===== src/rtl/argb_ramp_pkg.sv =====
// ----------------------------------------------------------------------------
// argb_ramp_pkg
// Shared types and constants for the ARGB colour ramp generator.
// ----------------------------------------------------------------------------
package argb_ramp_pkg;

  localparam int ARGB_W    = 32;
  localparam int CH_W      = 8;
  localparam int NUM_CH    = 4;
  localparam int CH_IDX_W  = 2;
  localparam int COUNT_W   = 7;
  localparam int POS_OUT_W = 6;
  localparam int DIV_CNT_W = $clog2(CH_W);

  localparam logic [CH_IDX_W-1:0]  CH_LAST      = CH_IDX_W'(NUM_CH - 1);
  localparam logic [DIV_CNT_W-1:0] DIV_CNT_LAST = DIV_CNT_W'(CH_W - 1);

  // Control from the sequencer to the channel lanes
  typedef struct packed {
    logic                init;      // load start colour, clear steps
    logic                advance;   // move every lane to the next ramp entry
    logic                step_wr;   // store a per-channel step from the divider
    logic [CH_IDX_W-1:0] step_ch;
    logic                step_neg;  // end channel below start channel
  } lane_ctrl_t;

endpackage


===== src/rtl/argb_ramp_div.sv =====
// ----------------------------------------------------------------------------
// argb_ramp_div
// Restoring divider, one quotient bit per cycle: 8-bit dividend over the
// interval count. Shared by all four colour channels.
// ----------------------------------------------------------------------------
module argb_ramp_div import argb_ramp_pkg::*; #(
  parameter int PW = 6
) (
  input  logic            clk_i,
  input  logic            rst_ni,
  input  logic            start_i,
  input  logic [CH_W-1:0] dividend_i,
  input  logic [PW-1:0]   divisor_i,
  output logic            done_o,
  output logic [CH_W-1:0] quo_o,
  output logic [PW-1:0]   rem_o
);

  logic                 busy_q, busy_d;
  logic                 done_q, done_d;
  logic [DIV_CNT_W-1:0] cnt_q, cnt_d;
  logic [CH_W-1:0]      acc_q, acc_d;
  logic [PW-1:0]        rem_q, rem_d;

  logic [PW:0] rem_sh;
  logic [PW:0] rem_sub;
  logic        fits;

  always_comb begin
    rem_sh  = {rem_q, acc_q[CH_W-1]};
    fits    = (rem_sh >= {1'b0, divisor_i});
    rem_sub = rem_sh - {1'b0, divisor_i};
  end

  always_comb begin
    busy_d = busy_q;
    done_d = 1'b0;
    cnt_d  = cnt_q;
    acc_d  = acc_q;
    rem_d  = rem_q;
    if (start_i) begin
      busy_d = 1'b1;
      cnt_d  = '0;
      acc_d  = dividend_i;
      rem_d  = '0;
    end else if (busy_q) begin
      // quotient bits shift in as dividend bits shift out
      acc_d = {acc_q[CH_W-2:0], fits};
      rem_d = fits ? rem_sub[PW-1:0] : rem_sh[PW-1:0];
      cnt_d = cnt_q + DIV_CNT_W'(1);
      if (cnt_q == DIV_CNT_LAST) begin
        busy_d = 1'b0;
        done_d = 1'b1;
      end
    end
  end

  always_ff @(posedge clk_i or negedge rst_ni) begin
    if (!rst_ni) begin
      busy_q <= 1'b0;
      done_q <= 1'b0;
      cnt_q  <= '0;
    end else begin
      busy_q <= busy_d;
      done_q <= done_d;
      cnt_q  <= cnt_d;
    end
  end

  always_ff @(posedge clk_i) begin
    acc_q <= acc_d;
    rem_q <= rem_d;
  end

  assign done_o = done_q;
  assign quo_o  = acc_q;
  assign rem_o  = rem_q;

  a_no_restart: assert property (@(posedge clk_i) disable iff (!rst_ni)
    start_i |-> !busy_q)
    else $error("divider restarted while busy");

  a_done_idle: assert property (@(posedge clk_i) disable iff (!rst_ni)
    done_q |-> !busy_q)
    else $error("divider done while still busy");

endmodule


===== src/rtl/argb_ramp_lanes.sv =====
// ----------------------------------------------------------------------------
// argb_ramp_lanes
// Four channel lanes, each a quotient/remainder accumulator stepping the
// rounded interpolant by a fixed step per ramp entry.
// ----------------------------------------------------------------------------
module argb_ramp_lanes import argb_ramp_pkg::*; #(
  parameter int PW = 6
) (
  input  logic              clk_i,
  input  logic              rst_ni,
  input  lane_ctrl_t        ctrl_i,
  input  logic [PW-1:0]     k_i,
  input  logic [ARGB_W-1:0] start_color_i,
  input  logic [CH_W-1:0]   quo_i,
  input  logic [PW-1:0]     rem_i,
  output logic [ARGB_W-1:0] color_o
);

  localparam int RW = PW + 2;

  // remainder is held against 2K, value q = floor((2*num + K) / 2K)
  logic [CH_W-1:0] q_q  [NUM_CH];
  logic [RW-1:0]   r_q  [NUM_CH];
  logic [CH_W-1:0] dq_q [NUM_CH];
  logic [RW-1:0]   dr_q [NUM_CH];

  logic [RW-1:0]   k2;
  logic [RW-1:0]   k_ext;
  logic [RW-1:0]   rem2;
  logic [CH_W-1:0] dq_new;
  logic [RW-1:0]   dr_new;
  logic [RW-1:0]   r_sum [NUM_CH];
  logic            wrap  [NUM_CH];

  always_comb begin
    k2    = RW'({k_i, 1'b0});
    k_ext = RW'(k_i);
    rem2  = RW'({rem_i, 1'b0});
    // a falling channel steps by -(q+1) with remainder 2K-2r, unless exact
    if (!ctrl_i.step_neg) begin
      dq_new = quo_i;
      dr_new = rem2;
    end else if (rem_i == '0) begin
      dq_new = -quo_i;
      dr_new = '0;
    end else begin
      dq_new = ~quo_i;
      dr_new = k2 - rem2;
    end
    for (int c = 0; c < NUM_CH; c++) begin
      r_sum[c] = r_q[c] + dr_q[c];
      wrap[c]  = (r_sum[c] >= k2);
    end
  end

  always_ff @(posedge clk_i) begin
    for (int c = 0; c < NUM_CH; c++) begin
      if (ctrl_i.init) begin
        q_q[c]  <= start_color_i[c*CH_W +: CH_W];
        r_q[c]  <= k_ext;
        dq_q[c] <= '0;
        dr_q[c] <= '0;
      end else begin
        if (ctrl_i.step_wr && (ctrl_i.step_ch == CH_IDX_W'(c))) begin
          dq_q[c] <= dq_new;
          dr_q[c] <= dr_new;
        end
        if (ctrl_i.advance) begin
          q_q[c] <= q_q[c] + dq_q[c] + CH_W'(wrap[c]);
          r_q[c] <= wrap[c] ? (r_sum[c] - k2) : r_sum[c];
        end
      end
    end
  end

  always_comb begin
    for (int c = 0; c < NUM_CH; c++) begin
      color_o[c*CH_W +: CH_W] = q_q[c];
    end
  end

  a_rem_bound: assert property (@(posedge clk_i) disable iff (!rst_ni)
    ctrl_i.advance |-> (r_q[0] < k2 && r_q[1] < k2 && r_q[2] < k2 && r_q[3] < k2))
    else $error("lane remainder out of range");

endmodule


===== src/rtl/argb_color_ramp_generator_top.sv =====
// ----------------------------------------------------------------------------
// argb_color_ramp_generator_top
// ARGB colour ramp: a start colour, an end colour and a count in, that many
// evenly spaced colours out, the last one marked.
// ----------------------------------------------------------------------------
// A request of N colours (saturated to MAX_COLORS) is taken, then the S_INIT
// state loads the lanes. For N of 3 or more, a single shared restoring divider
// works out the per-channel step, one channel after another (issue, 8 quotient
// bits, hand-over). After that one colour word leaves per cycle while the
// output is not stalled. A request with N of 0 gives no words. A new request
// is taken only once the previous one has issued its last word into the output
// register.
module argb_color_ramp_generator_top import argb_ramp_pkg::*; #(
  parameter int MAX_COLORS = 64
) (
  input  logic                 clk_i,
  input  logic                 rst_ni,
  input  logic                 in_valid_i,
  output logic                 in_stall_o,
  input  logic [ARGB_W-1:0]    start_color_i,
  input  logic [ARGB_W-1:0]    end_color_i,
  input  logic [COUNT_W-1:0]   color_count_i,
  output logic                 out_valid_o,
  input  logic                 out_stall_i,
  output logic [ARGB_W-1:0]    ramp_color_o,
  output logic [POS_OUT_W-1:0] ramp_position_o,
  output logic                 last_color_o
);

  localparam int PW = $clog2(MAX_COLORS);
  localparam int NW = PW + 1;
  localparam int CW = (NW > COUNT_W) ? NW : COUNT_W;
  localparam logic [CW-1:0] MaxCount = CW'(MAX_COLORS);

  typedef enum logic [2:0] {
    S_IDLE,
    S_INIT,
    S_DIV_GO,
    S_DIV_WAIT,
    S_EMIT
  } state_e;

  state_e              state_q, state_d;
  logic [CH_IDX_W-1:0] ch_q, ch_d;
  logic [PW-1:0]       pos_q, pos_d;
  logic [PW-1:0]       k_q, k_d;
  logic                many_q, many_d;
  logic                out_valid_q, out_valid_d;
  logic [ARGB_W-1:0]   color_q, color_d;
  logic [CW-1:0]       opos_q, opos_d;
  logic                last_q, last_d;

  logic [ARGB_W-1:0] sc_q, ec_q;

  logic          accept;
  logic [CW-1:0] cnt_ext;
  logic [NW-1:0] n_sat;
  logic [NW-1:0] n_m1;

  logic [CH_W-1:0] s_b, e_b, mag;
  logic            neg;
  logic            div_start, div_done;
  logic [CH_W-1:0] div_quo;
  logic [PW-1:0]   div_rem;

  lane_ctrl_t        lane_ctrl;
  logic [ARGB_W-1:0] lane_color;

  logic out_load, pos_last;

  assign in_stall_o = (state_q != S_IDLE);
  assign accept     = in_valid_i && !in_stall_o;

  always_comb begin
    cnt_ext = CW'(color_count_i);
    n_sat   = NW'((cnt_ext > MaxCount) ? MaxCount : cnt_ext);
    n_m1    = n_sat - NW'(1);
  end

  // channel operands for the divider
  always_comb begin
    s_b = sc_q[ch_q*CH_W +: CH_W];
    e_b = ec_q[ch_q*CH_W +: CH_W];
    neg = (e_b < s_b);
    mag = neg ? (s_b - e_b) : (e_b - s_b);
  end

  assign div_start = (state_q == S_DIV_GO);
  assign pos_last  = (pos_q == k_q);
  assign out_load  = (state_q == S_EMIT) && (!out_valid_q || !out_stall_i);

  always_comb begin
    lane_ctrl.init     = (state_q == S_INIT);
    lane_ctrl.advance  = out_load && !pos_last;
    lane_ctrl.step_wr  = div_done;
    lane_ctrl.step_ch  = ch_q;
    lane_ctrl.step_neg = neg;
  end

  argb_ramp_div #(
    .PW (PW)
  ) u_div (
    .clk_i      (clk_i),
    .rst_ni     (rst_ni),
    .start_i    (div_start),
    .dividend_i (mag),
    .divisor_i  (k_q),
    .done_o     (div_done),
    .quo_o      (div_quo),
    .rem_o      (div_rem)
  );

  argb_ramp_lanes #(
    .PW (PW)
  ) u_lanes (
    .clk_i         (clk_i),
    .rst_ni        (rst_ni),
    .ctrl_i        (lane_ctrl),
    .k_i           (k_q),
    .start_color_i (sc_q),
    .quo_i         (div_quo),
    .rem_i         (div_rem),
    .color_o       (lane_color)
  );

  always_comb begin
    state_d     = state_q;
    ch_d        = ch_q;
    pos_d       = pos_q;
    k_d         = k_q;
    many_d      = many_q;
    out_valid_d = out_valid_q && out_stall_i;
    color_d     = color_q;
    opos_d      = opos_q;
    last_d      = last_q;

    case (state_q)
      S_IDLE: begin
        if (accept && (n_sat != '0)) begin
          k_d     = n_m1[PW-1:0];
          many_d  = (n_sat > NW'(2));
          pos_d   = '0;
          ch_d    = '0;
          state_d = S_INIT;
        end
      end
      S_INIT: begin
        state_d = many_q ? S_DIV_GO : S_EMIT;
      end
      S_DIV_GO: begin
        state_d = S_DIV_WAIT;
      end
      S_DIV_WAIT: begin
        if (div_done) begin
          if (ch_q == CH_LAST) begin
            state_d = S_EMIT;
          end else begin
            ch_d    = ch_q + CH_IDX_W'(1);
            state_d = S_DIV_GO;
          end
        end
      end
      S_EMIT: begin
        if (out_load) begin
          out_valid_d = 1'b1;
          opos_d      = CW'(pos_q);
          last_d      = pos_last;
          if (pos_q == '0) begin
            color_d = sc_q;
          end else if (pos_last) begin
            color_d = ec_q;
          end else begin
            color_d = lane_color;
          end
          if (pos_last) begin
            state_d = S_IDLE;
          end else begin
            pos_d = pos_q + PW'(1);
          end
        end
      end
      default: begin
        state_d = S_IDLE;
      end
    endcase
  end

  always_ff @(posedge clk_i or negedge rst_ni) begin
    if (!rst_ni) begin
      state_q     <= S_IDLE;
      ch_q        <= '0;
      pos_q       <= '0;
      k_q         <= '0;
      many_q      <= 1'b0;
      out_valid_q <= 1'b0;
      color_q     <= '0;
      opos_q      <= '0;
      last_q      <= 1'b0;
    end else begin
      state_q     <= state_d;
      ch_q        <= ch_d;
      pos_q       <= pos_d;
      k_q         <= k_d;
      many_q      <= many_d;
      out_valid_q <= out_valid_d;
      color_q     <= color_d;
      opos_q      <= opos_d;
      last_q      <= last_d;
    end
  end

  always_ff @(posedge clk_i) begin
    if (accept) begin
      sc_q <= start_color_i;
      ec_q <= end_color_i;
    end
  end

  assign out_valid_o     = out_valid_q;
  assign ramp_color_o    = color_q;
  assign ramp_position_o = opos_q[POS_OUT_W-1:0];
  assign last_color_o    = last_q;

  a_empty_request: assert property (@(posedge clk_i) disable iff (!rst_ni)
    (accept && color_count_i == '0) |=> !in_stall_o)
    else $error("empty request left the block busy");

  a_div_done_wait: assert property (@(posedge clk_i) disable iff (!rst_ni)
    div_done |-> (state_q == S_DIV_WAIT))
    else $error("divider result outside wait state");

  a_last_ends: assert property (@(posedge clk_i) disable iff (!rst_ni)
    (out_load && pos_last) |=> (state_q == S_IDLE && out_valid_q && last_q))
    else $error("final word did not end the request");

endmodule


===== config.mk =====
export PLATFORM = sky130hd
export DESIGN_NAME = argb_color_ramp_generator_top
export DESIGN_NICKNAME = d
export VERILOG_FILES = /design/src/rtl/argb_ramp_pkg.sv /design/src/rtl/argb_ramp_div.sv /design/src/rtl/argb_ramp_lanes.sv /design/src/rtl/argb_color_ramp_generator_top.sv
export SDC_FILE = /design/constraint.sdc
export NUM_CORES = 1
export LEC_CHECK = 0
export ABC_CLOCK_PERIOD_IN_PS = 12720
export BUFFER_PORTS_ARGS = -buffer_cell sky130_fd_sc_hd__buf_2
export CORE_MARGIN = 1
export CORE_UTILIZATION = 30
export DETAILED_ROUTE_END_ITERATION = 16
export GPL_TIMING_DRIVEN = 0
export PLACE_DENSITY = 0.5
export RECOVER_POWER = 100
export SYNTH_ARGS = -nofsm -noshare
export SYNTH_HDL_FRONTEND = slang
export SYNTH_SLANG_ARGS = --single-unit

===== constraint.sdc =====
create_clock -name clk_i -period 12.72 [get_ports clk_i]
set_clock_uncertainty 0.1 [all_clocks]
set_input_delay 0.636 -clock clk_i [delete_from_list [all_inputs] [get_ports clk_i]]
set_output_delay 0.636 -clock clk_i [all_outputs]
set_load 0.05 [all_outputs]

Word-level counts from Yosys, hierarchy flattened
Memory sizes are Yosys's and may differ from the RTL's.
Cells that the tools add are included.
Storage, ports and cells
  bits in registers: 141
  latch bits: 0
  bits in writable memories: 128
  ROM bits: 0
  input port bits: 75
  output and inout port bits: 41
  word-level logic and storage cells: 188
  memories kept: 4
Operators by class
  $add $sub $neg: 25
  multiply operators: 0
  div/mod/pow operators: 0
  order comparisons: 8
  eq/ne operators: 15
  shift operators: 2
  multiplexer cells: 73
  bitwise gates (word level): 17
  reductions and logical operators: 28
Memories
  u_lanes.dq_q: depth 4, bits a word 8, rd ports 4, clocked after memory_dff 0, wr ports 4, RTL line argb_ramp_lanes.sv:24  | logic [CH_W-1:0] dq_q [NUM_CH];
  u_lanes.dr_q: depth 4, bits a word 8, rd ports 4, clocked after memory_dff 0, wr ports 4, RTL line argb_ramp_lanes.sv:25  | logic [RW-1:0] dr_q [NUM_CH];
  u_lanes.q_q: depth 4, bits a word 8, rd ports 4, clocked after memory_dff 0, wr ports 4, RTL line argb_ramp_lanes.sv:22  | logic [CH_W-1:0] q_q [NUM_CH];
  u_lanes.r_q: depth 4, bits a word 8, rd ports 4, clocked after memory_dff 0, wr ports 4, RTL line argb_ramp_lanes.sv:23  | logic [RW-1:0] r_q [NUM_CH];
Operators with widths (number)
  $mux 8: 27
  $add 8x8->8: 8
  $mux 32: 2
  $shiftx 32x6->8: 2
  $add 8x1->8: 4
  $ge 8x7->1: 4
  $sub 8x7->8: 4
  $mux 1: 25
  $mux 3: 8
  $mux 6: 4
  $or 1x1->1: 16
  $sub 8x8->8: 2
  $pmux 3 s5: 1
  $logic_not 6->1: 2
  $pmux 6 s2: 1
  $reduce_and 4->1: 3
  $ne 2x2->1 const B: 5
  $logic_and 1x1->1: 9
  $lt 8x8->1: 1
  $neg 8->8: 1
  $not 8->8: 1
  $sub 7x7->8: 1
  $ge 7x6->1: 1
  $gt 7x2->1 const B: 1
  other kinds (24): 35

Longest topological paths before layout
Gate-level depths: netlist of run 1.
  depth after elaboration: 8
  mapped depth: 22
  gate-level depth less buffers: 21

Modules after synthesis
From an unflattened synthesis of run 1, not the netlist that was laid out.
Second synthesis, totals
  cell total of the unflattened synthesis: 1423
  area, all modules: 15645.0 sq um
Modules (own cells, without submodules)
  argb_ramp_lanes: times used 1, cells an instance 836, area an instance 8500.7 sq um, seq. area each 3633.5 sq um
  argb_color_ramp_generator_top: times used 1, cells an instance 476, area an instance 5999.5 sq um, seq. area each 3373.2 sq um
  argb_ramp_div: times used 1, cells an instance 111, area an instance 1144.8 sq um, seq. area each 485.5 sq um

Least setup slack after synthesis of run 1
No wires, ideal clock.
  kind: reg-to-reg
  start point: register state_q[2]
  end point: register ec_q[0] (enable)
  library setup time: 0.487 ns
  arrival time: 3.785 ns
  required time: 12.133 ns
  slack: 8.348 ns
  cell stages (with the launch flop): 5
  path buffers: 1
  clock period less this slack: 4.372 ns
  cell sequence: dfrtp_1 clkbuf_1 nor3_1 inv_1 nor2_1
On the way
  longest elaborated chain between the ends: 3
Ends and longest elaborated chain
  start, declared: RTL line argb_color_ramp_generator_top.sv:43  | state_e state_q, state_d;
  start signal, assigned: RTL line argb_color_ramp_generator_top.sv:200  | state_q <= state_d;
  $reduce_bool 3->1: RTL line argb_color_ramp_generator_top.sv:71  | assign in_stall_o = (state_q != S_IDLE);
  named net in_stall_o: RTL line argb_color_ramp_generator_top.sv:19  | output logic in_stall_o,
  $logic_not 1->1: RTL line argb_color_ramp_generator_top.sv:72  | assign accept = in_valid_i && !in_stall_o;
  $logic_and 1x1->1: RTL line argb_color_ramp_generator_top.sv:72
  named net accept: RTL line argb_color_ramp_generator_top.sv:55  | logic accept;
  end signal, assigned: RTL line argb_color_ramp_generator_top.sv:215  | ec_q <= end_color_i;
  end, declared: RTL line argb_color_ramp_generator_top.sv:53  | logic [ARGB_W-1:0] sc_q, ec_q;
The timed path passes the listed nets, and every way through them passes these cells.
A chain may end at the register's enable or synchronous reset.

==> impl_metrics.tcl, run 1 <==
set metrics [dict create \
    synth_nets 1651 \
    dieWidth_um 230.9 \
    ir_worst_vdd_mv 0.1354 \
    synth_top_area_share 0.3687 \
    fin_setup_tns_ns 0 \
    cts_resized 0 \
    htree_num_levels 1 \
    synthTopCellsByArea "edfxtp_1 (37%), dfrtp_1 (10%), ha_1 (8.8%), mux2i_1 (4.0%), nor2_1 (3.4%)" \
    finalHoldViolCount 0 \
    root_buffer "clkbuf_16" \
    postSynth.asyncResetShare 0.2405 \
    drc_errors 0 \
    globalRoute.totalOverflow 0 \
    yosysMostFrequentCell "edfxtp_1" \
    startpoint_type "flip-flop" \
    clk_pin_slew_ns 0.07 \
    cp_max_fo 36 \
    cts_setup_buffers 0 \
    max_stage_delay_ns 1.82 \
    placed_cell_area_mm2 0.01726 \
    status "finished, violations left" \
    fmax_mhz 145.9 \
    ff2ff_path_depth 9 \
    hold_start "end_color_i[27]" \
    ios 116 \
    ant_nets 0 \
    clockBufferDepth 3 \
    whs_endpoint "ec_q[27]" \
    final_max_slew_viol_count 176 \
    min_period_over_period 0.5388 \
    fin_cells 2302 \
    power_density_mw_per_mm2 275.8 \
    syn2layout_area_growth_pct 14.32 \
    post-place-ws_ns 7.630 \
    r2r_slack_ns 5.87 \
    cp_common_cell "clkbuf_1" \
    grt_pass1_wl_um 71880 \
    yosys_warnings 0 \
    tightest_slew_ns 2.446 \
    io_buffer_count 115 \
    drtIter0Drc 805 \
    seq_area_frac_synth 0.4767 \
    cts_inserted_buffers 30 \
    place_inst 2245 \
    power_w 0.004956 \
    vias_per_cell 4.990 \
    layout_min_cycle_time_ns 6.854 \
    synth_cell_types 74 \
    nets 1803 \
    die_area_mm2 0.05331 \
    syn_area_mm2 0.01572 \
    diodes 0 \
    drt-total-wl_um 47630 \
    grt_max_degree 37 \
    hpwl_um 36480 \
    layout-drive-gt1-share 0.08940 \
    min_path_type "primary input to flip-flop" \
    setup_viol 0 \
    cts_hold_buf 1 \
    setup_ws_ns 5.866 \
    timing.rr.start "state_q[0]" \
    postLayoutCellArea_mm2 0.01797 \
    slew-limit-headroom -0.6307 \
    worstPathArrival_ns 6.88 \
    insertion_delay_ns 0.60 \
    power_leakage_nw 7.511 \
    ys.flop_type "edfxtp_1" \
    antenna_found_initial 0 \
    min_path_cells 1 \
    postSynthCellCount 1446 \
    slowest_stage "clkbuf_1" \
    crit_chain "clkbuf_1 -> nor2_1 -> nand2_1 -> a21oi_1 -> nand2_1 -> clkbuf_1 -> clkbuf_1 -> nand2_1 -> clkbuf_1" \
    first_pass_iters 5 \
    core_mm2 0.05151 \
    yosys-top-cells-count "edfxtp_1 (193), nor2_1 (141), nand2_1 (117)" \
    endpoint_kind "flip-flop" \
    track_usage 0.1794 \
    grt_pass1_vias 11531 \
    worstSetupPathType "flip-flop to flip-flop" \
    cts_sinks 262 \
    routedWlPerCell_um 20.69 \
    gpl.final_weighted_congestion 0.8787 \
    reg2reg_to "u_lanes.r_q[2][5]" \
    initial_core_util 0.3051 \
    grt_setup_unrepaired "no" \
    avgSynthCellArea_um2 10.87 \
    crit_required_ns 12.75 \
    synth_area_leader_cell "edfxtp_1" \
    synth_edf_count 193 \
    core.rowCount 83 \
    die_h_um 230.9 \
    maxCapViolations 8 \
    violations "max-capacitance violations, max-slew violations" \
    cts_tree "built" \
    vias 11488 \
    synth-seq-cells 262 \
]
==> through the flow <==
step           hold slack [ns]    util
6_report                0.1118  0.3488
5_1_grt                0.09557  0.3488
4_1_cts                0.08538  0.3552
3_5_place_dp            0.3603  0.3350
3_3_place_gp            0.3583  0.3328
2_1_floorplan           0.2404       -
==> cells in the final DEF, fill, tap and decap left out, drive strengths merged, types with 48 or more instances in the layout <==
cell	count
a21oi	105
buf	65
clkbuf	140
dfrtp	63
edfxtp	193
ha	110
inv	98
mux2i	63
nand2	118
nor2	142
o21ai	106
xnor2	48
==> state kept, by name (all words and copies together), names as in the netlist, 6 cells and up <==
| register | flops |
|---|---|
| k_q | 6 |
| opos_q | 6 |
| ramp_color_o | 32 |
| u_lanes.dr_q | 28 |
| sc_q | 32 |
| u_div.rem_o | 6 |
| pos_q | 6 |
| u_lanes.r_q | 29 |
| u_div.quo_o | 8 |
| ec_q | 32 |
| u_lanes.dq_q | 32 |
| u_lanes.q_q | 32 |
==> metal layers <==
metal	vias up	part of all wire	GRT usage
met2	286	0.46	0.2916
li1	5537	-	-
met1	5580	0.47	0.2457
met5	-	0	0
met3	85	0.045	0.02730
met4	0	0.032	0.05215
==> final cells by class <==
cell class | instances | area (um2)
Tap cell | 680 | 850.8
Fill cell | 5265 | 33540
Buffer | 52 | 211.5
Sequential cell | 262 | 7492
Clock inverter | 22 | 245.2
Timing Repair Buffer | 120 | 529.3
Multi-Input combinational cell | 1035 | 7490
Inverter | 97 | 364.1
Clock buffer | 34 | 785.8
==> power by group <==
part,leakage (nW),switching (W),internal (W)
clock,0.506,0.000381,0.000528
combinational,4.40,0.00171,0.000988
sequential,2.61,0.000169,0.00118
==> worst max-delay path by stage <==
stage	startpoint	to	cells past startpoint	slack (ns)
floorplan	state_q[2]	ec_q[0]	4	8.35
global placement	state_q[2]	sc_q[22]	4	6.69
detailed placement	u_lanes.r_q[0][1]	u_lanes.q_q[0][6]	22	7.63
CTS	u_lanes.r_q[0][1]	u_lanes.q_q[0][6]	22	7.62
global route	state_q[0]	u_lanes.r_q[2][5]	9	5.28
finish	state_q[0]	u_lanes.r_q[2][5]	9	5.87
==> cells by family (layout without fill, tap and decap cells) <==
group	after synthesis	after routing	synth area share
and+or+nand+nor	377	377	0.1122
adders and majority gates	130	130	0.1130
AOI/OAI and AO/OA	365	365	0.1483
muxes	84	84	0.06663
buffers and inverters	149	325	0.03821
DFF	262	262	0.4767
xor gates and xnor gates	79	79	0.04498
==> critical path: cells and delay by family, from the launching register on <==
family                 cells  cell delay (ns)
AOI/OAI and AO/OA          1             1.02
and+or+nand+nor            4             1.85
DFF                        1             0.36
buffers and inverters      4             3.05
Power figures use the tool's default switching activity.
==> run 2, diff against run 1 <==
Settings changed: ABC_AREA set to 1, ABC_CLOCK_PERIOD_IN_PS 12720 to 6190, PLACE_DENSITY 0.5 to 0.52.
Clock period 12.72 ns to 6.19 ns, I/O delays scaled along.
==> run 2 against run 1 <==
  * The flow still finishes with violations (max-capacitance violations, max-slew violations)
  * Area after synthesis is 6.5% higher
  * Synthesized cell count is 35% higher
  * Maximum frequency is 40% higher
  * Utilization is 1.2 points higher
  * Routed wire length is 12% higher
  * Highest routed layer is now met5
  * Critical endpoint is now u_lanes.q_q[0][4]
==> impl_metrics.tcl, run 2 <==
set metrics [dict create \
    layout_min_cycle_time_ns 4.899 \
    dieWidth_um 238.3 \
    critPathLaunch "k_q[1]" \
    setup_viol 0 \
    finalHoldViolCount 0 \
    fin_setup_tns_ns 0 \
    cts_setup_buffers 0 \
    grt_pass1_vias 14087 \
    io_buffer_count 115 \
    n_fill_cell 5739 \
    crit_required_ns 6.39 \
    min_path_type "primary input to flip-flop" \
    routedWlPerCell_um 18.20 \
    layout_common_cells "nand2_1 (485), inv_1 (259), edfxtp_1 (193), nand3_1 (137), a21oi_1 (134)" \
    hold_start "color_count_i[2]" \
    postLayoutCellArea_mm2 0.01987 \
    track_usage 0.1874 \
    cts_sinks 262 \
    layout-drive-gt1-share 0.07748 \
    worstPathArrival_ns 5.10 \
    avgSynthCellArea_um2 8.566 \
    postSynth.asyncResetShare 0.2405 \
    min_period_over_period 0.7914 \
    startpoint_type "flip-flop" \
    placed_cell_area_mm2 0.01836 \
    timing.rr.start "k_q[1]" \
    crit_chain "inv_1 -> nand2_1 -> nand4_1 -> nor2_1 -> nand2_1 -> nand2_1 -> clkbuf_1 -> nand2_4 -> buf_12" \
    crit_family "simple AND/OR/NAND/NOR gates" \
    synth_cell_types 43 \
    drc_errors 0 \
    antenna_found_initial 1 \
    vias_per_cell 4.899 \
    yosys-top-cells-count "nand2_1 (484), inv_1 (256), edfxtp_1 (193)" \
    fmax_mhz 204.1 \
    slew-limit-headroom -0.7732 \
    status "finished, violations left" \
    violations "max-capacitance violations, max-slew violations" \
    die_area_mm2 0.05677 \
    synth_edf_count 193 \
    yosys_warnings 0 \
    synth-seq-cells 262 \
    syn2layout_area_growth_pct 18.66 \
    path_buf_inv 3 \
    first_pass_iters 5 \
    hpwl_um 40560 \
    layout_commonest_cell "nand2_1" \
    slowest_stage "clkbuf_1" \
    nets 2377 \
    endpoint_kind "flip-flop" \
    yosysMostFrequentCell "nand2_1" \
    grt_pass1_wl_um 81380 \
    htree_num_levels 1 \
    maxCapViolations 3 \
    syn_area_mm2 0.01675 \
    final_max_slew_viol_count 113 \
    grt_setup_unrepaired "no" \
    synth_top_area_share 0.3461 \
    cp_common_cell "nand2_1" \
    seq_area_frac_synth 0.4474 \
    ys.flop_type "edfxtp_1" \
    synth_area_leader_cell "edfxtp_1" \
    tightest_slew_ns 2.660 \
    postSynthCellCount 1955 \
    insertion_delay_ns 0.57 \
    ant_nets 0 \
    synth_nets 2160 \
    initial_core_util 0.3040 \
    globalRoute.totalOverflow 0 \
    gpl.final_weighted_congestion 0.9309 \
    ios 116 \
    cts_inserted_buffers 29 \
    cts_tree "built" \
    synthTopCellsByArea "edfxtp_1 (35%), nand2_1 (11%), dfrtp_1 (9.4%), ha_1 (8.2%), inv_1 (5.7%)" \
    grt_max_degree 47 \
    clockBufferDepth 3 \
    max_stage_delay_ns 0.94 \
    core_mm2 0.05509 \
    diodes 0 \
    worstSetupPathType "flip-flop to flip-flop" \
    die_h_um 238.3 \
    drt-total-wl_um 53540 \
    drtIter0Drc 1185 \
    clk_pin_slew_ns 0.06 \
    root_buffer "clkbuf_16" \
    core.rowCount 86 \
    vias 14412 \
    cp_max_fo 35 \
    cts_resized 0 \
]
[run 2: changes by cell type in the layout (fill, tap and decap cells not counted), moves of 24 or more]
| cell | previous run | this run |
|---|---|---|
| nor2_1 | 142 | 111 |
| nor2b_1 | 24 | 0 |
| mux2i_1 | 63 | 0 |
| nand2_1 | 118 | 485 |
| dlygate4sd3_1 | 1 | 67 |
| inv_1 | 97 | 259 |
| a21oi_1 | 105 | 134 |
| o21ai_0 | 105 | 69 |
| a21o_1 | 43 | 8 |
| nand3b_1 | 5 | 34 |
| nand4_1 | 3 | 59 |
| or2_2 | 0 | 40 |
| nand3_1 | 19 | 137 |
[run 2: layer usage]
| layer | vias to the layer above | part of all wire | GRT usage |
|---|---|---|---|
| li1 | 6968 | - | - |
| met1 | 6906 | 0.45 | 0.2523 |
| met2 | 438 | 0.47 | 0.3146 |
| met3 | 98 | 0.055 | 0.01990 |
| met4 | 2 | 0.029 | 0.05925 |
| met5 | - | 0.00022 | 0 |
[run 2: cells by family after synthesis]
group,Yosys count,share of synthesized area
compound gates,283,0.09698
xor+xnor,79,0.04132
fa+ha+maj,130,0.1061
buf+inv,324,0.07554
flops,262,0.4474
simple gates,877,0.2327
[run 2: layout make-up]
type                    count  area [um2]  share of cell area
multi-input cells        1369        7966              0.4009
flip-flops and latches    262        7492              0.3771
repair buffers            186        1210             0.06089
inverters                 264       991.0             0.04987
well taps                 748       935.9             0.04710
clock buffers              30       729.5             0.03671
clock inverters            23       302.8             0.01524
plain buffers              60       242.7             0.01222
[run 2: worst min-delay path, cell delays in order]
cell	delay, ns
buf_2	0.09
nand2_1	0.09
nand2_1	0.10
a31oi_1	0.08
[run 2: final timing paths]
kind / slack [ns] / depth (start not counted) / end
setup / recovery: 1.29 / 9 / u_lanes.q_q[0][4]
hold / removal: 0.06 / 4 / k_q[2]
hold reg to reg: 0.39 / 2 / opos_q[0]
min in group asynchronous: 0.38 / 2 / ramp_color_o[14]
setup reg to reg: 1.29 / 9 / u_lanes.q_q[0][4]
max in group asynchronous: 2.52 / 3 / state_q[1]
[run 2: through the flow]
step                  util  setup slack, ns  cells  hold slack, ns
CTS                 0.3642            1.390   2942         0.02869
floorplan                -            1.221   1955        -0.08609
global route        0.3607           0.8818   2942         0.07137
detailed placement  0.3333            1.407   2822          0.1170
finish              0.3607            1.291   2942         0.05678
global placement    0.3314          -0.8559   2818          0.3659
[run 2: timing repair]
action,CTS,global route
endpoints found under the setup margin,0,0
hold endpoints to repair,129,0
hold buffers,67,0
Power of run 2 is not shown: default switching activity piles up to over one toggle a cycle in this logic, so the estimate is an artifact.
==> run 3, diff against run 2 <==
Settings changed: ABC_AREA 1 to 0, ABC_CLOCK_PERIOD_IN_PS 6190 to 3930.
Clock period 6.19 ns to 3.93 ns, I/O delays scaled along.
==> run 3 against run 2 <==
  * The flow finishes with violations (max-capacitance violations, max-slew violations, negative setup slack)
  * Setup slack worse by 1.7 ns
  * Global-route usage is 0.71 points lower
  * Hold slack worse by 0.0050 ns
  * Sequential share of layout area shrank 0.32 points
  * Cell count down 17%
  * Design area rose by 0.85%
==> impl_metrics.tcl, run 3 (synthesized netlist as in run 1, its figures left out) <==
set metrics [dict create \
    cts_inserted_buffers 29 \
    first_pass_iters 5 \
    grt_max_degree 61 \
    vias_per_cell 5.021 \
    gpl.final_weighted_congestion 0.8745 \
    worstPathArrival_ns 4.59 \
    clockBufferDepth 3 \
    slew-limit-headroom -0.9557 \
    root_buffer "clkbuf_16" \
    fmax_mhz 232.5 \
    worstSetupPathType "flip-flop to flip-flop" \
    grt_pass1_vias 12459 \
    ir_worst_vdd_mv 0.4163 \
    die_h_um 230.9 \
    hpwl_um 34570 \
    r2r_slack_ns -0.37 \
    grt_setup_unrepaired "yes" \
    seqCellArea_mm2 0.007492 \
    clk_pin_slew_ns 0.06 \
    htree_num_levels 1 \
    layout_min_cycle_time_ns 4.301 \
    cts_sinks 262 \
    cp_max_fo 3 \
    finalCoreUtilization 0.3890 \
    dieWidth_um 230.9 \
    crit_chain "ha_2 -> inv_2 -> fa_2 -> nor2b_2 -> o31a_1 -> a21oi_2 -> ha_4 -> and2_4 -> buf_4 -> a21oi_1 -> a31o_2 -> o21a_4 -> inv_4 -> fa_2 -> inv_2 -> fa_2 -> nor2b_1 -> o21ai_1 -> a21oi_2 -> o21ai_2 -> nor3b_2 -> o31ai_1" \
    nets 1938 \
    endpoint_kind "flip-flop" \
    multiInputGateArea_mm2 0.008218 \
    ios 116 \
    io_buffer_count 115 \
    setup_ws_ns -0.3705 \
    routedWlPerCell_um 19.83 \
    startpoint_type "flip-flop" \
    core.rowCount 83 \
    cp_common_cell "fa_2" \
    core_mm2 0.05151 \
    finalHoldViolCount 0 \
    power_w 0.01854 \
    max_stage_delay_ns 0.38 \
    grt_pass1_wl_um 73750 \
    antenna_found_initial 0 \
    power_density_mw_per_mm2 925.1 \
    n_fill_cell 5111 \
    globalRoute.totalOverflow 0 \
    syn2layout_area_growth_pct 27.50 \
    final_max_slew_viol_count 91 \
    crit_required_ns 4.22 \
    drc_errors 0 \
    ant_nets 0 \
    min_path_type "primary input to flip-flop" \
    tightest_slew_ns 2.934 \
    cts_tree "built" \
    track_usage 0.1804 \
    vias 12230 \
    slowest_stage "fa_2" \
    diodes 0 \
    setup_viol 15 \
    min_period_over_period 1.094 \
    insertion_delay_ns 0.58 \
    maxCapViolations 2 \
    drtIter0Drc 749 \
    path_buf_inv 4 \
    drt-total-wl_um 48300 \
    power_leakage_nw 8.342 \
    violations "max-capacitance violations, max-slew violations, negative setup slack" \
    layout_commonest_cell "edfxtp_1" \
    layout_common_cells "edfxtp_1 (193), nor2_1 (133), nand2_1 (113), clkbuf_1 (98), ha_1 (98)" \
    initial_core_util 0.3051 \
    status "finished, violations left" \
    die_area_mm2 0.05331 \
    crit_family "adder cells" \
    layout-drive-gt1-share 0.1970 \
]
[run 3: cell count changes in the layout (fill, tap and decap cells not counted), moves of 29 or more]
cell,previous run,this run
nand2_1,485,113
inv_1,259,89
nand3_1,137,18
mux2i_1,0,63
nand4_1,59,3
a21oi_1,134,79
buf_4,0,53
or2_2,40,0
a21o_1,8,43
nand3b_1,34,5
[run 3: cell type report]
cell class / instances / area share
Inverter: 97 / 0.01829
Multi-Input combinational cell: 1035 / 0.4101
Sequential cell: 262 / 0.3739
Clock inverter: 10 / 0.01043
Timing Repair Buffer: 258 / 0.09253
Clock buffer: 44 / 0.04052
Buffer: 50 / 0.01180
Tap cell: 680 / 0.04246
[run 3: repair_timing]
| action | CTS | global route |
|---|---|---|
| endpoints found under the setup margin | 92 | 79 |
| buffers inserted | 47 | 18 |
| pin swaps | 40 | 55 |
| gates cloned | 0 | 0 |
| hold buffers | 78 | 0 |
| gates resized for setup | 86 | 73 |
| endpoints found under the hold margin | 134 | 0 |
[run 3: final timing paths]
path / startpoint / endpoint / cells past startpoint
setup / recovery: u_lanes.dr_q[0][1] / u_lanes.q_q[0][6] / 22
hold / removal: color_count_i[4] / k_q[4] / 5
setup reg to reg: u_lanes.dr_q[0][1] / u_lanes.q_q[0][6] / 22
hold reg to reg: ramp_color_o[1] / ramp_color_o[1] / 1
max in group asynchronous: rst_ni / k_q[3] / 3
min in group asynchronous: rst_ni / ramp_color_o[31] / 3
[run 3: routing by layer]
| layer | vias up | wire length [um] | track usage |
|---|---|---|---|
| met4 | 0 | 1433 | 0.04719 |
| met3 | 66 | 2390 | 0.02347 |
| met2 | 353 | 22750 | 0.3036 |
| met5 | - | 0 | 0 |
| li1 | 5805 | - | - |
| met1 | 6006 | 21730 | 0.2429 |
[run 3: where the power goes]
part           internal, W  switching, W
logic              0.00476       0.00640
clock network      0.00182       0.00118
registers          0.00382      0.000569
total               0.0104       0.00814
[run 3: tightest hold or removal path, stage by stage]
cell,delay (ns)
buf_2,0.12
a21oi_1,0.07
a21oi_1,0.14
nand2_1,0.06
o21ai_0,0.09
[run 3: stage by stage]
| step | hold slack [ns] | instances | cell area, um2 | TNS, ns | worst slack, ns |
|---|---|---|---|---|---|
| after floorplan | -0.1991 | 1446 | 15850 | -0.3324 | -0.1088 |
| after global placement | 0.2752 | 2241 | 17280 | -129.05 | -1.521 |
| after detailed placement | -0.07746 | 2245 | 17380 | -33.85 | -0.8303 |
| after CTS | 0.04064 | 2424 | 19850 | -3.997 | -0.4480 |
| after global routing | 0.1343 | 2436 | 20040 | -9.246 | -0.5331 |
| final | 0.05182 | 2436 | 20040 | -3.677 | -0.3705 |
